$ cat src/rtl/wgss_pkg.sv
`default_nettype none

package wgss_pkg;

    // Field widths
    localparam int GLOBAL_W = 32;
    localparam int GROUP_W  = 11;
    localparam int MAXG_W   = 16;
    localparam int MULT_W   = 11;
    localparam int CFG_IX_W = 8;
    localparam int CFG_D_W  = 16;
    localparam int OUT_TD_W = 16;

    // Output saturation
    localparam logic [GROUP_W-1:0] OUT_MAX = 11'd2047;

    // Register indexes
    localparam logic [CFG_IX_W-1:0] REG_MAX_GROUP = 8'd0;
    localparam logic [CFG_IX_W-1:0] REG_PREF_MULT = 8'd1;

    // Register reset values
    localparam logic [MAXG_W-1:0] MAXG_RESET = 16'd256;
    localparam logic [MULT_W-1:0] MULT_RESET = 11'd32;

endpackage

`default_nettype wire

$ cat src/rtl/work_group_size_select_1d.sv
`default_nettype none
// Each launch doubles the limit at most log2(SIZE_CAP) times (10 by default), then the
// shared 32-step remainder unit tries divisor candidates (none for a zero size, else 1 up
// to the limit, at most the larger of SIZE_CAP and the preferred multiple), and runs once more
// to round for a preferred multiple above one. Throughput: one transaction at a time; the input is
// not ready until the result is registered, and a new result holds until the output drains.
// Reset (synchronous, active low): idle, no result pending, registers 256 and 32.
module work_group_size_select_1d #(
    parameter int SIZE_CAP = 1024
) (
    input  wire                                i_clk,
    input  wire                                i_rst_n,
    // slave side, tdata: launch size [31:0]
    input  wire                                i_s_tvalid,
    output logic                               o_s_tready,
    input  wire  [wgss_pkg::GLOBAL_W-1:0]      i_s_tdata,
    // master side, tdata: group_size[10:0], zeros [15:11]
    output logic                               o_m_tvalid,
    input  wire                                i_m_tready,
    output logic [wgss_pkg::OUT_TD_W-1:0]      o_m_tdata,
    // configuration write channel
    input  wire                                i_cfg_valid,
    output logic                               o_cfg_ready,
    input  wire  [wgss_pkg::CFG_IX_W-1:0]      i_cfg_index,
    input  wire  [wgss_pkg::CFG_D_W-1:0]       i_cfg_data
);
    import wgss_pkg::*;

    // Limit / candidate width: holds the preferred multiple and SIZE_CAP
    localparam int CAP_W = $clog2(SIZE_CAP + 1);
    localparam int LW    = (CAP_W > 12) ? CAP_W : 12;
    localparam int CW    = 32;
    localparam logic [CW-1:0] CAP_C = CW'(SIZE_CAP);

    localparam logic [2:0] S_IDLE   = 3'd0;
    localparam logic [2:0] S_DOUBLE = 3'd1;
    localparam logic [2:0] S_DIV    = 3'd2;
    localparam logic [2:0] S_ROUND  = 3'd3;
    localparam logic [2:0] S_FINAL  = 3'd4;

    logic [2:0]          r_state, n_state;
    logic                r_out_valid, n_out_valid;
    logic [GROUP_W-1:0]  r_out_data, n_out_data;
    logic [MAXG_W-1:0]   r_maxg;
    logic [MULT_W-1:0]   r_pmult;

    logic [GLOBAL_W-1:0] r_g, n_g;
    logic [MULT_W-1:0]   r_mult, n_mult;
    logic [LW-1:0]       r_limit, n_limit;
    logic [LW-1:0]       r_best, n_best;
    logic [LW-1:0]       r_div_d, n_div_d;
    logic [LW-1:0]       r_rem, n_rem;
    logic [GLOBAL_W-1:0] r_dvd, n_dvd;
    logic [4:0]          r_cnt, n_cnt;
    logic                r_round, n_round;

    // Shared remainder step
    logic [LW:0]   trial;
    logic [LW-1:0] diff;
    logic          ge;
    logic [LW-1:0] rem_nx;
    logic [LW:0]   dbl;
    logic [LW-1:0] cand, mult_ext, rnd_val;
    logic [CW-1:0] fin;

    assign o_s_tready  = (r_state == S_IDLE);
    assign o_cfg_ready = 1'b1;
    assign o_m_tvalid  = r_out_valid;
    assign o_m_tdata   = {{(OUT_TD_W-GROUP_W){1'b0}}, r_out_data};

    always_comb begin
        trial    = {r_rem, r_dvd[GLOBAL_W-1]};
        diff     = trial[LW-1:0] - r_div_d;
        ge       = (trial >= {1'b0, r_div_d});
        rem_nx   = ge ? diff : trial[LW-1:0];
        dbl      = {r_limit, 1'b0};
        mult_ext = {{(LW-MULT_W){1'b0}}, r_mult};
        cand     = (r_g < {{(GLOBAL_W-LW){1'b0}}, r_limit}) ? r_g[LW-1:0] : r_limit;
        rnd_val  = r_best - rem_nx;
        // Final clamp to the maximum, then to one, then to the field
        fin = {{(CW-LW){1'b0}}, r_best};
        if (fin > {{(CW-MAXG_W){1'b0}}, r_maxg}) begin
            fin = {{(CW-MAXG_W){1'b0}}, r_maxg};
        end
        if (fin == '0) begin
            fin = CW'(1);
        end
        if (fin > {{(CW-GROUP_W){1'b0}}, OUT_MAX}) begin
            fin = {{(CW-GROUP_W){1'b0}}, OUT_MAX};
        end
    end

    // Sequencer
    always_comb begin
        n_state     = r_state;
        n_out_valid = r_out_valid;
        n_out_data  = r_out_data;
        n_g         = r_g;
        n_mult      = r_mult;
        n_limit     = r_limit;
        n_best      = r_best;
        n_div_d     = r_div_d;
        n_rem       = r_rem;
        n_dvd       = r_dvd;
        n_cnt       = r_cnt;
        n_round     = r_round;

        if (r_out_valid && i_m_tready) begin
            n_out_valid = 1'b0;
        end

        unique case (r_state)
            S_IDLE: begin
                if (i_s_tvalid) begin
                    n_g     = i_s_tdata;
                    n_mult  = (r_pmult == '0) ? MULT_W'(1) : r_pmult;
                    n_limit = {{(LW-MULT_W){1'b0}}, n_mult};
                    n_state = S_DOUBLE;
                end
            end
            S_DOUBLE: begin
                if (({{(CW-LW-1){1'b0}}, dbl} <= {{(CW-MAXG_W){1'b0}}, r_maxg}) &&
                    ({{(CW-LW-1){1'b0}}, dbl} <= CAP_C)) begin
                    n_limit = dbl[LW-1:0];
                end else if (cand == '0) begin
                    // empty launch
                    n_best  = LW'(1);
                    n_state = S_ROUND;
                end else begin
                    n_div_d = cand;
                    n_dvd   = r_g;
                    n_rem   = '0;
                    n_cnt   = 5'd31;
                    n_round = 1'b0;
                    n_state = S_DIV;
                end
            end
            S_DIV: begin
                n_rem = rem_nx;
                n_dvd = {r_dvd[GLOBAL_W-2:0], 1'b0};
                n_cnt = r_cnt - 5'd1;
                if (r_cnt == '0) begin
                    if (r_round) begin
                        n_best  = (rnd_val == '0) ? mult_ext : rnd_val;
                        n_state = S_FINAL;
                    end else if (rem_nx == '0) begin
                        n_best  = r_div_d;
                        n_state = S_ROUND;
                    end else begin
                        // next smaller candidate; one always divides
                        n_div_d = r_div_d - LW'(1);
                        n_dvd   = r_g;
                        n_rem   = '0;
                        n_cnt   = 5'd31;
                    end
                end
            end
            S_ROUND: begin
                if (r_mult > MULT_W'(1)) begin
                    n_div_d = mult_ext;
                    n_dvd   = {{(GLOBAL_W-LW){1'b0}}, r_best};
                    n_rem   = '0;
                    n_cnt   = 5'd31;
                    n_round = 1'b1;
                    n_state = S_DIV;
                end else begin
                    n_state = S_FINAL;
                end
            end
            S_FINAL: begin
                if (!r_out_valid || i_m_tready) begin
                    n_out_data  = fin[GROUP_W-1:0];
                    n_out_valid = 1'b1;
                    n_state     = S_IDLE;
                end
            end
            default: begin
                n_state = S_IDLE;
            end
        endcase
    end

    // Control and configuration registers
    always_ff @(posedge i_clk) begin
        if (!i_rst_n) begin
            r_state     <= S_IDLE;
            r_out_valid <= 1'b0;
            r_maxg      <= MAXG_RESET;
            r_pmult     <= MULT_RESET;
        end else begin
            r_state     <= n_state;
            r_out_valid <= n_out_valid;
            if (i_cfg_valid) begin
                if (i_cfg_index == REG_MAX_GROUP) begin
                    r_maxg <= i_cfg_data[MAXG_W-1:0];
                end else if (i_cfg_index == REG_PREF_MULT) begin
                    r_pmult <= i_cfg_data[MULT_W-1:0];
                end
            end
        end
    end

    // Datapath registers
    always_ff @(posedge i_clk) begin
        r_out_data <= n_out_data;
        r_g        <= n_g;
        r_mult     <= n_mult;
        r_limit    <= n_limit;
        r_best     <= n_best;
        r_div_d    <= n_div_d;
        r_rem      <= n_rem;
        r_dvd      <= n_dvd;
        r_cnt      <= n_cnt;
        r_round    <= n_round;
    end

    // Divisor is never zero while the remainder unit runs
    a_div_nonzero: assert property (@(posedge i_clk) disable iff (!i_rst_n)
        (r_state == S_DIV) |-> (r_div_d != '0))
        else $error("remainder unit running with zero divisor");

    // Partial remainder stays below the divisor
    a_rem_below: assert property (@(posedge i_clk) disable iff (!i_rst_n)
        (r_state == S_DIV) |-> (r_rem < r_div_d))
        else $error("partial remainder not below divisor");

    // An accepted transaction starts the doubling phase
    a_accept_start: assert property (@(posedge i_clk) disable iff (!i_rst_n)
        (i_s_tvalid && o_s_tready) |=> (r_state == S_DOUBLE))
        else $error("accepted transaction did not start");

    // Delivered group size is never zero
    a_out_nonzero: assert property (@(posedge i_clk) disable iff (!i_rst_n)
        o_m_tvalid |-> (o_m_tdata[GROUP_W-1:0] != '0))
        else $error("zero group size delivered");

    // Limit never exceeds the cap unless it is the multiple itself
    a_limit_cap: assert property (@(posedge i_clk) disable iff (!i_rst_n)
        (r_state == S_DOUBLE) |->
            (({{(CW-LW){1'b0}}, r_limit} <= CAP_C) || (r_limit == mult_ext)))
        else $error("limit above cap");

endmodule

`default_nettype wire

$ cat config.mk
export PLATFORM = sky130hd
export DESIGN_NAME = work_group_size_select_1d
export DESIGN_NICKNAME = d
export VERILOG_FILES = /design/src/rtl/wgss_pkg.sv /design/src/rtl/work_group_size_select_1d.sv
export SDC_FILE = /design/constraint.sdc
export NUM_CORES = 1
export LEC_CHECK = 0
export BUFFER_PORTS_ARGS = -buffer_cell sky130_fd_sc_hd__buf_4
export CAP_MARGIN = 30
export CORE_ASPECT_RATIO = 2
export CORE_UTILIZATION = 48
export CTS_CLUSTER_DIAMETER = 200
export DETAILED_ROUTE_END_ITERATION = 10
export PLACE_DENSITY = 0.77
export SLEW_MARGIN = 20
export SYNTH_ARGS = -nofsm -noshare
export SYNTH_HDL_FRONTEND = slang
export SYNTH_SLANG_ARGS = --single-unit
$ cat constraint.sdc
create_clock -name i_clk -period 12.6 [get_ports i_clk]
set_input_delay 2.52 -clock i_clk [delete_from_list [all_inputs] [get_ports i_clk]]
set_output_delay 2.52 -clock i_clk [all_outputs]
set_load 0.02 [all_outputs]
# Word level (Yosys, flattened, before mapping)
# Index checks and enable logic that the tools add are counted.
dict set report totals {
  output_inout_bits 19
  ff_bits 171
  inputBits 61
}
dict set report classes {
  add_sub_neg 4
  reduce_logical 26
  order_cmp 7
  eq_ne 16
  muxes 59
  n_bitwise 1
}
# operator count
set op_table {}
lappend op_table {{two-way mux 12 bit} 22}
lappend op_table {{two-way mux 32 bit} 7}
lappend op_table {{one-hot mux 32 bit (3 select lines)} 1}
lappend op_table {{one-hot mux 12 bit (3 select lines)} 2}
lappend op_table {{one-hot mux 12 bit (2 select lines)} 2}
lappend op_table {{logical NOT 12 bit} 3}
lappend op_table {{> comparator 32 x 11 -> 1 bit, second input constant} 1}
lappend op_table {{logical NOT 32 bit} 1}
lappend op_table {{< comparator 32 x 12 -> 1 bit} 1}
lappend op_table {{two-way mux 5 bit} 6}
lappend op_table {{subtractor 12 bit} 2}
lappend op_table {{two-way mux 3 bit} 7}
lappend op_table {{!= test 2 bit, second input constant} 10}
lappend op_table {{> comparator 12 x 16 -> 1 bit} 1}
lappend op_table {{<= comparator 13 x 16 -> 1 bit} 1}
lappend op_table {{two-way mux 16 bit} 1}
lappend op_table {{one-hot mux 3 bit (5 select lines)} 1}
lappend op_table {{one-hot mux 5 bit (3 select lines)} 1}
lappend op_table {{greater-or-equal comparator 13 x 12 -> 1 bit} 1}
lappend op_table {{<= comparator 13 x 11 -> 1 bit, second input constant} 1}
lappend op_table {{subtractor 12 x 1 -> 12 bit, second input constant} 1}
lappend op_table {{> comparator 11 x 1 -> 1 bit, second input constant} 1}
lappend op_table {{logical NOT 11 bit} 1}
lappend op_table {{two-way mux 11 bit} 1}
lappend op_table {{other kinds (22)} 37}

# Depth between registers and ports, before layout
dict set report depth {
  ltp_word 8
  ltp_mapped 26
  ltp_nobuf 22
}

# Worst setup path after synthesis
# Ideal clock, no wire load.
dict set report synth_path {
  path_type {register to register}
  from {reg r_g[12]}
  to {reg r_cnt[0] (enable)}
  slack_ps 7672
  required_time_ps 12128
  stages_incl_launch_ff 8
  setup_ps 472
  t_arrival_ps 4456
  path_cell_list {edfxtp_1 -> or4_1 -> or4_1 -> a211oi_1 -> o31ai_1 -> a31oi_1 -> nand2b_1 -> a21oi_1}
}
dict set report synth_via {
  elab_chain_len 5
}
# element line_no
set synth_lines {}
lappend synth_lines {{start, declared} work_group_size_select_1d.sv:47} ;# logic [GLOBAL_W-1:0] r_g, n_g;
lappend synth_lines {{start signal, assigned} work_group_size_select_1d.sv:206} ;# r_g <= n_g;
lappend synth_lines {{< comparator 32 x 12 -> 1 bit} work_group_size_select_1d.sv:78} ;# cand = (r_g < {{(GLOBAL_W-LW){1'b0}}, r_limit}) ? r_g[LW-1:0] : r_limit;
lappend synth_lines {{two-way mux 12 bit} work_group_size_select_1d.sv:78}
lappend synth_lines {{logical NOT 12 bit} work_group_size_select_1d.sv:125} ;# end else if (cand == '0) begin
lappend synth_lines {{!= test 2 bit (no line)} --}
lappend synth_lines {{AND reduction 4 bit (no line)} --}
lappend synth_lines {{end signal, assigned} work_group_size_select_1d.sv:213} ;# r_cnt <= n_cnt;
lappend synth_lines {{end, declared} work_group_size_select_1d.sv:54} ;# logic [4:0] r_cnt, n_cnt;
# No other way between the ends.
# A chain may end at the register's enable or synchronous reset.

# Worst setup path after layout
dict set report layout_path {
  from {reg r_div_d[10]}
  to {reg r_best[7], data pin}
}
dict set report layout_via {
  elab_chain_len 8
  elab_cells_between_ends 9
}
# element line_no
set layout_lines {}
lappend layout_lines {{start, declared} work_group_size_select_1d.sv:51} ;# logic [LW-1:0] r_div_d, n_div_d;
lappend layout_lines {{start signal, assigned} work_group_size_select_1d.sv:210} ;# r_div_d <= n_div_d;
lappend layout_lines {{subtractor 12 bit / greater-or-equal comparator 13 x 12 -> 1 bit (equally long branches)} {work_group_size_select_1d.sv:73, work_group_size_select_1d.sv:74}}
lappend layout_lines {{two-way mux 12 bit *} work_group_size_select_1d.sv:75} ;# rem_nx = ge ? diff : trial[LW-1:0];
lappend layout_lines {{subtractor 12 bit *} work_group_size_select_1d.sv:79} ;# rnd_val = r_best - rem_nx;
lappend layout_lines {{logical NOT 12 bit} work_group_size_select_1d.sv:144} ;# n_best = (rnd_val == '0) ? mult_ext : rnd_val;
lappend layout_lines {{two-way mux 12 bit *} work_group_size_select_1d.sv:144}
lappend layout_lines {{two-way mux 12 bit *} work_group_size_select_1d.sv:143} ;# if (r_round) begin
lappend layout_lines {{two-way mux 12 bit *} work_group_size_select_1d.sv:142} ;# if (r_cnt == '0) begin
lappend layout_lines {{one-hot mux 12 bit (2 select lines) *} work_group_size_select_1d.sv:112} ;# unique case (r_state)
lappend layout_lines {{end signal, assigned} work_group_size_select_1d.sv:209} ;# r_best <= n_best;
lappend layout_lines {{end, declared} work_group_size_select_1d.sv:50} ;# logic [LW-1:0] r_best, n_best;
# Every way passes the cells marked *; elsewhere a longest branch is shown, timed or not. The select of a mux whose other input is x is not followed.

==> summary.txt <==
Outcome
  – Status: finished, final reports clean

Clock tree
  – H-tree levels: 4
  – Cts hold-fix bufs: 0
  – Clk buf depth: 2
  – Worst-path clk slew: 70 ps
  – Number of clock sinks: 171
  – Worst-skew pair later-pin latency: 440 ps
  – # Post-CTS Setup Buffers: 0
  – CTS tree: built
  – Num CTS Buffers: 17
  – PostCTS Resize Cnt: 0
  – Clock root buffer: clkbuf_16

Detailed routing
  – Via count: 8313
  – First-pass DRT Iterations: 5
  – DR iter-0 viols: 654
  – Residual DRC: 0
  – Antenna Nets Post-Route: 0
  – Wirelength per Cell: 22.7 microns
  – Vias per cell: 6.28
  – Routed WL: 30.1 mm

Layout
  – Area added between synthesis and finish: 13.4%
  – Design Area, Final: 11700 sq um
  – Sequential cell area: 4820 sq um
  – Fillcell total: 1861
  – Multi-input gate area: 4940 sq um
  – Share of cells above drive strength 1: 15.8%
  – Finished Layout Cells: 1323
  – N_diodes: 0
  – Nets: 1160

Power
  – P per Cell Area: 288 nW/um^2
  – Clock power frac: 16.6%
  – Tot Pwr: 3.36 mW
  – Switching pwr: 1.53 mW
  – VDD IR-drop max: 0.166 mV
  – Register share of total power: 29.5%
  – Sw frac: 45.5%
  – Leak Pwr: 4.48 nW
  – P_int: 1.83 mW
  – Comb power frac: 53.8%

Yosys
  – Yosys cell types: 89
  – Synth top area cells: edfxtp_1 41%, ha_1 6.9%, dfxtp_1 6.0%, mux2i_1 4.6%, nor2_1 2.8%
  – Yosys warns: 0
  – Mapped Area: 10300 sq um
  – Post-synth ARST share: 0%
  – Yosys reg bits: 171
  – Mapped Cells: 989
  – EDFF count, synth: 140
  – Sequential share of the synthesized area: 46.9%
  – Top post-synthesis cells by count: 140 x edfxtp_1, 78 x nor2_1, 67 x inv_1, 61 x nand2_1, 58 x a21oi_1
  – Ys flop type: edfxtp_1
  – Synth top area share: 40.9%
  – Yosys top cell by area: edfxtp_1
  – Syn_area_per_cell: 10.4 sq um
  – Most frequent cell after synthesis: edfxtp_1

STA
  – Max Transition Viols Final: 0
  – Final setup vio count: 0
  – Relative slew slack: 31.6%
  – Number of failing hold endpoints at the final stage: 0
  – Worst-Margin Slew: 1020 ps
  – Max Clk Rate: 165 MHz
  – Setup ws final: 6530 ps
  – Tcrit/Tclk final: 48.2%
  – Unrepaired setup endpoints after global routing: false
  – Fin Setup TNS: 0 ps
  – Clk_skew: 8.83 ps
  – Post-route minimum period: 6070 ps

Floorplan
  – DIE WIDTH: 105 microns
  – I/O pin cnt: 80
  – Initial Util: 48.9%
  – Rows: 75
  – Die area: 22000 sq um
  – Core area: 21000 sq um
  – Die Y: 209 microns

Place
  – Dpl ws: 6690 ps
  – Placed inst area: 11000 sq um
  – Placer congestion estimate: 0.941
  – Port buffer count: 73
  – HPWL after DPL: 22.8 mm
  – Placed insts: 1290

Global routing
  – Gr busiest metal: met2
  – Met1 Use GR: 25.2%
  – GRT met2 Usage: 51.7%
  – Vias in the first global route: 8338
  – Remaining Overflow, GRT: 0
  – Gr usage total: 28.2%
  – Largest net degree at the start of global routing: 45
  – Initial antenna violation count: 0
  – GR Layer Usage met3: 5.55%
  – First-pass GRT wire length: 45.9 mm

Min path
  – Hold WC Path Type: reg2reg

Worst setup path
  – Critical path arrival: 6350 ps
  – Required time worst endpoint: 12870 ps
  – Startpoint Class: flip-flop
  – Setup CP Type: reg2reg
  – Worst-path maximum fanout: 12
  – Worst Setup End Kind: flip-flop

Run
  – Max Cap Viol: 0
## path summary, 6_finish.rpt
check / startpoint / end / slack (ps) / cells after the start
setup / recovery: r_div_d[10] / r_best[7] / 6530 / 21
hold / removal: r_pmult[0] / r_pmult[0] / 500 / 2
setup reg to reg: r_div_d[10] / r_best[7] / 6530 / 21
hold reg to reg: r_pmult[0] / r_pmult[0] / 500 / 2
## metal layers
metal	part of all wire [%]	vias to the layer above
met4	10	0
met2	53	401
met1	31	3938
met5	0	-
li1	-	3825
met3	5.3	149
## cell type report
class | instances | area share, %
Sequential cell | 171 | 41.4
Clock inverter | 10 | 1.40
Clock buffer | 22 | 4.07
Multi-Input combinational cell | 696 | 42.4
Timing Repair Buffer | 87 | 5.64
Inverter | 68 | 2.19
Tap cell | 269 | 2.89
## flip-flops by register name (all words and copies together) (netlist names)
signal,flops
r_round,1
r_out_data,11
r_cnt,5
o_m_tvalid,1
r_state,3
r_pmult,11
r_rem,12
r_best,12
r_g,32
r_mult,11
r_limit,12
r_div_d,12
r_maxg,16
r_dvd,32
## stage by stage
stage	util [%]	hold slack [ps]
after floorplan	-	464
after global placement	52.3	486
after detailed placement	52.4	488
after CTS	55.4	508
after global routing	55.4	531
final	55.4	504
## logic make-up after synthesis
group | count (synthesis) | share of synthesized area, %
flops | 171 | 46.9
buf+inv | 126 | 5.31
simple gates | 271 | 13.4
compound gates | 275 | 18.8
other cells | 2 | 0.0731
mux | 59 | 6.00
fa+ha+maj | 60 | 7.33
xor+xnor | 25 | 2.13
## cell usage in the layout (no fill, tap or decap), types with 4 or more instances in the layout
cell       synthesis  routed
a211oi_1          12      12
a21o_1            20      20
a21oi_1           58      56
a22oi_1           22      22
a31oi_1            7       7
a41oi_1           10      10
and3_1             5       5
buf_4             10      86
bufinv_16          0       4
clkbuf_16          0      17
conb_1             2       6
dfxtp_1           31      31
edfxtp_1         140     140
ha_1              57      57
inv_1             67      67
mux2_2            11      11
mux2i_1           47      47
nand2_1           61      61
nand2b_1          10      10
nand3_1           19      19
nand4_1           14      14
nor2_1            78      77
nor2b_1            9       9
nor3_1            17      17
nor4_1            23      23
o211ai_1          12      12
o21a_1             9       9
o21ai_0           44      44
o21ai_1            4       4
o22a_1            10      10
o22ai_1           14      14
o2bb2ai_1         11      11
or3_1              8       8
xnor2_1           19      19
xor2_1             6       6
## critical path, cell delays in order, from the launching register on
cell,delay (ps)
edfxtp_1,410
inv_1,80
ha_1,380
a21oi_1,270
o221ai_2,220
a211oi_4,560
nand2_4,250
a21oi_1,340
ha_1,250
inv_1,50
ha_1,210
nor2_1,140
a22oi_1,90
o21a_1,130
maj3_1,340
mux2i_1,270
o31ai_1,190
or3_1,330
a31oi_1,210
xor2_1,720
a41oi_1,230
a21oi_1,210
## power groups by stage
stage	logic [mW]	clock network, mW	registers (mW)
6_report	1.81	0.558	0.991
5_1_grt	1.95	0.580	1.00
4_1_cts	1.78	0.563	0.983
3_5_place_dp	1.77	0	0.993
3_3_place_gp	1.75	0	0.989
2_1_floorplan	1.34	0	0.943
Note: power is estimated with default switching activity, not from simulation.
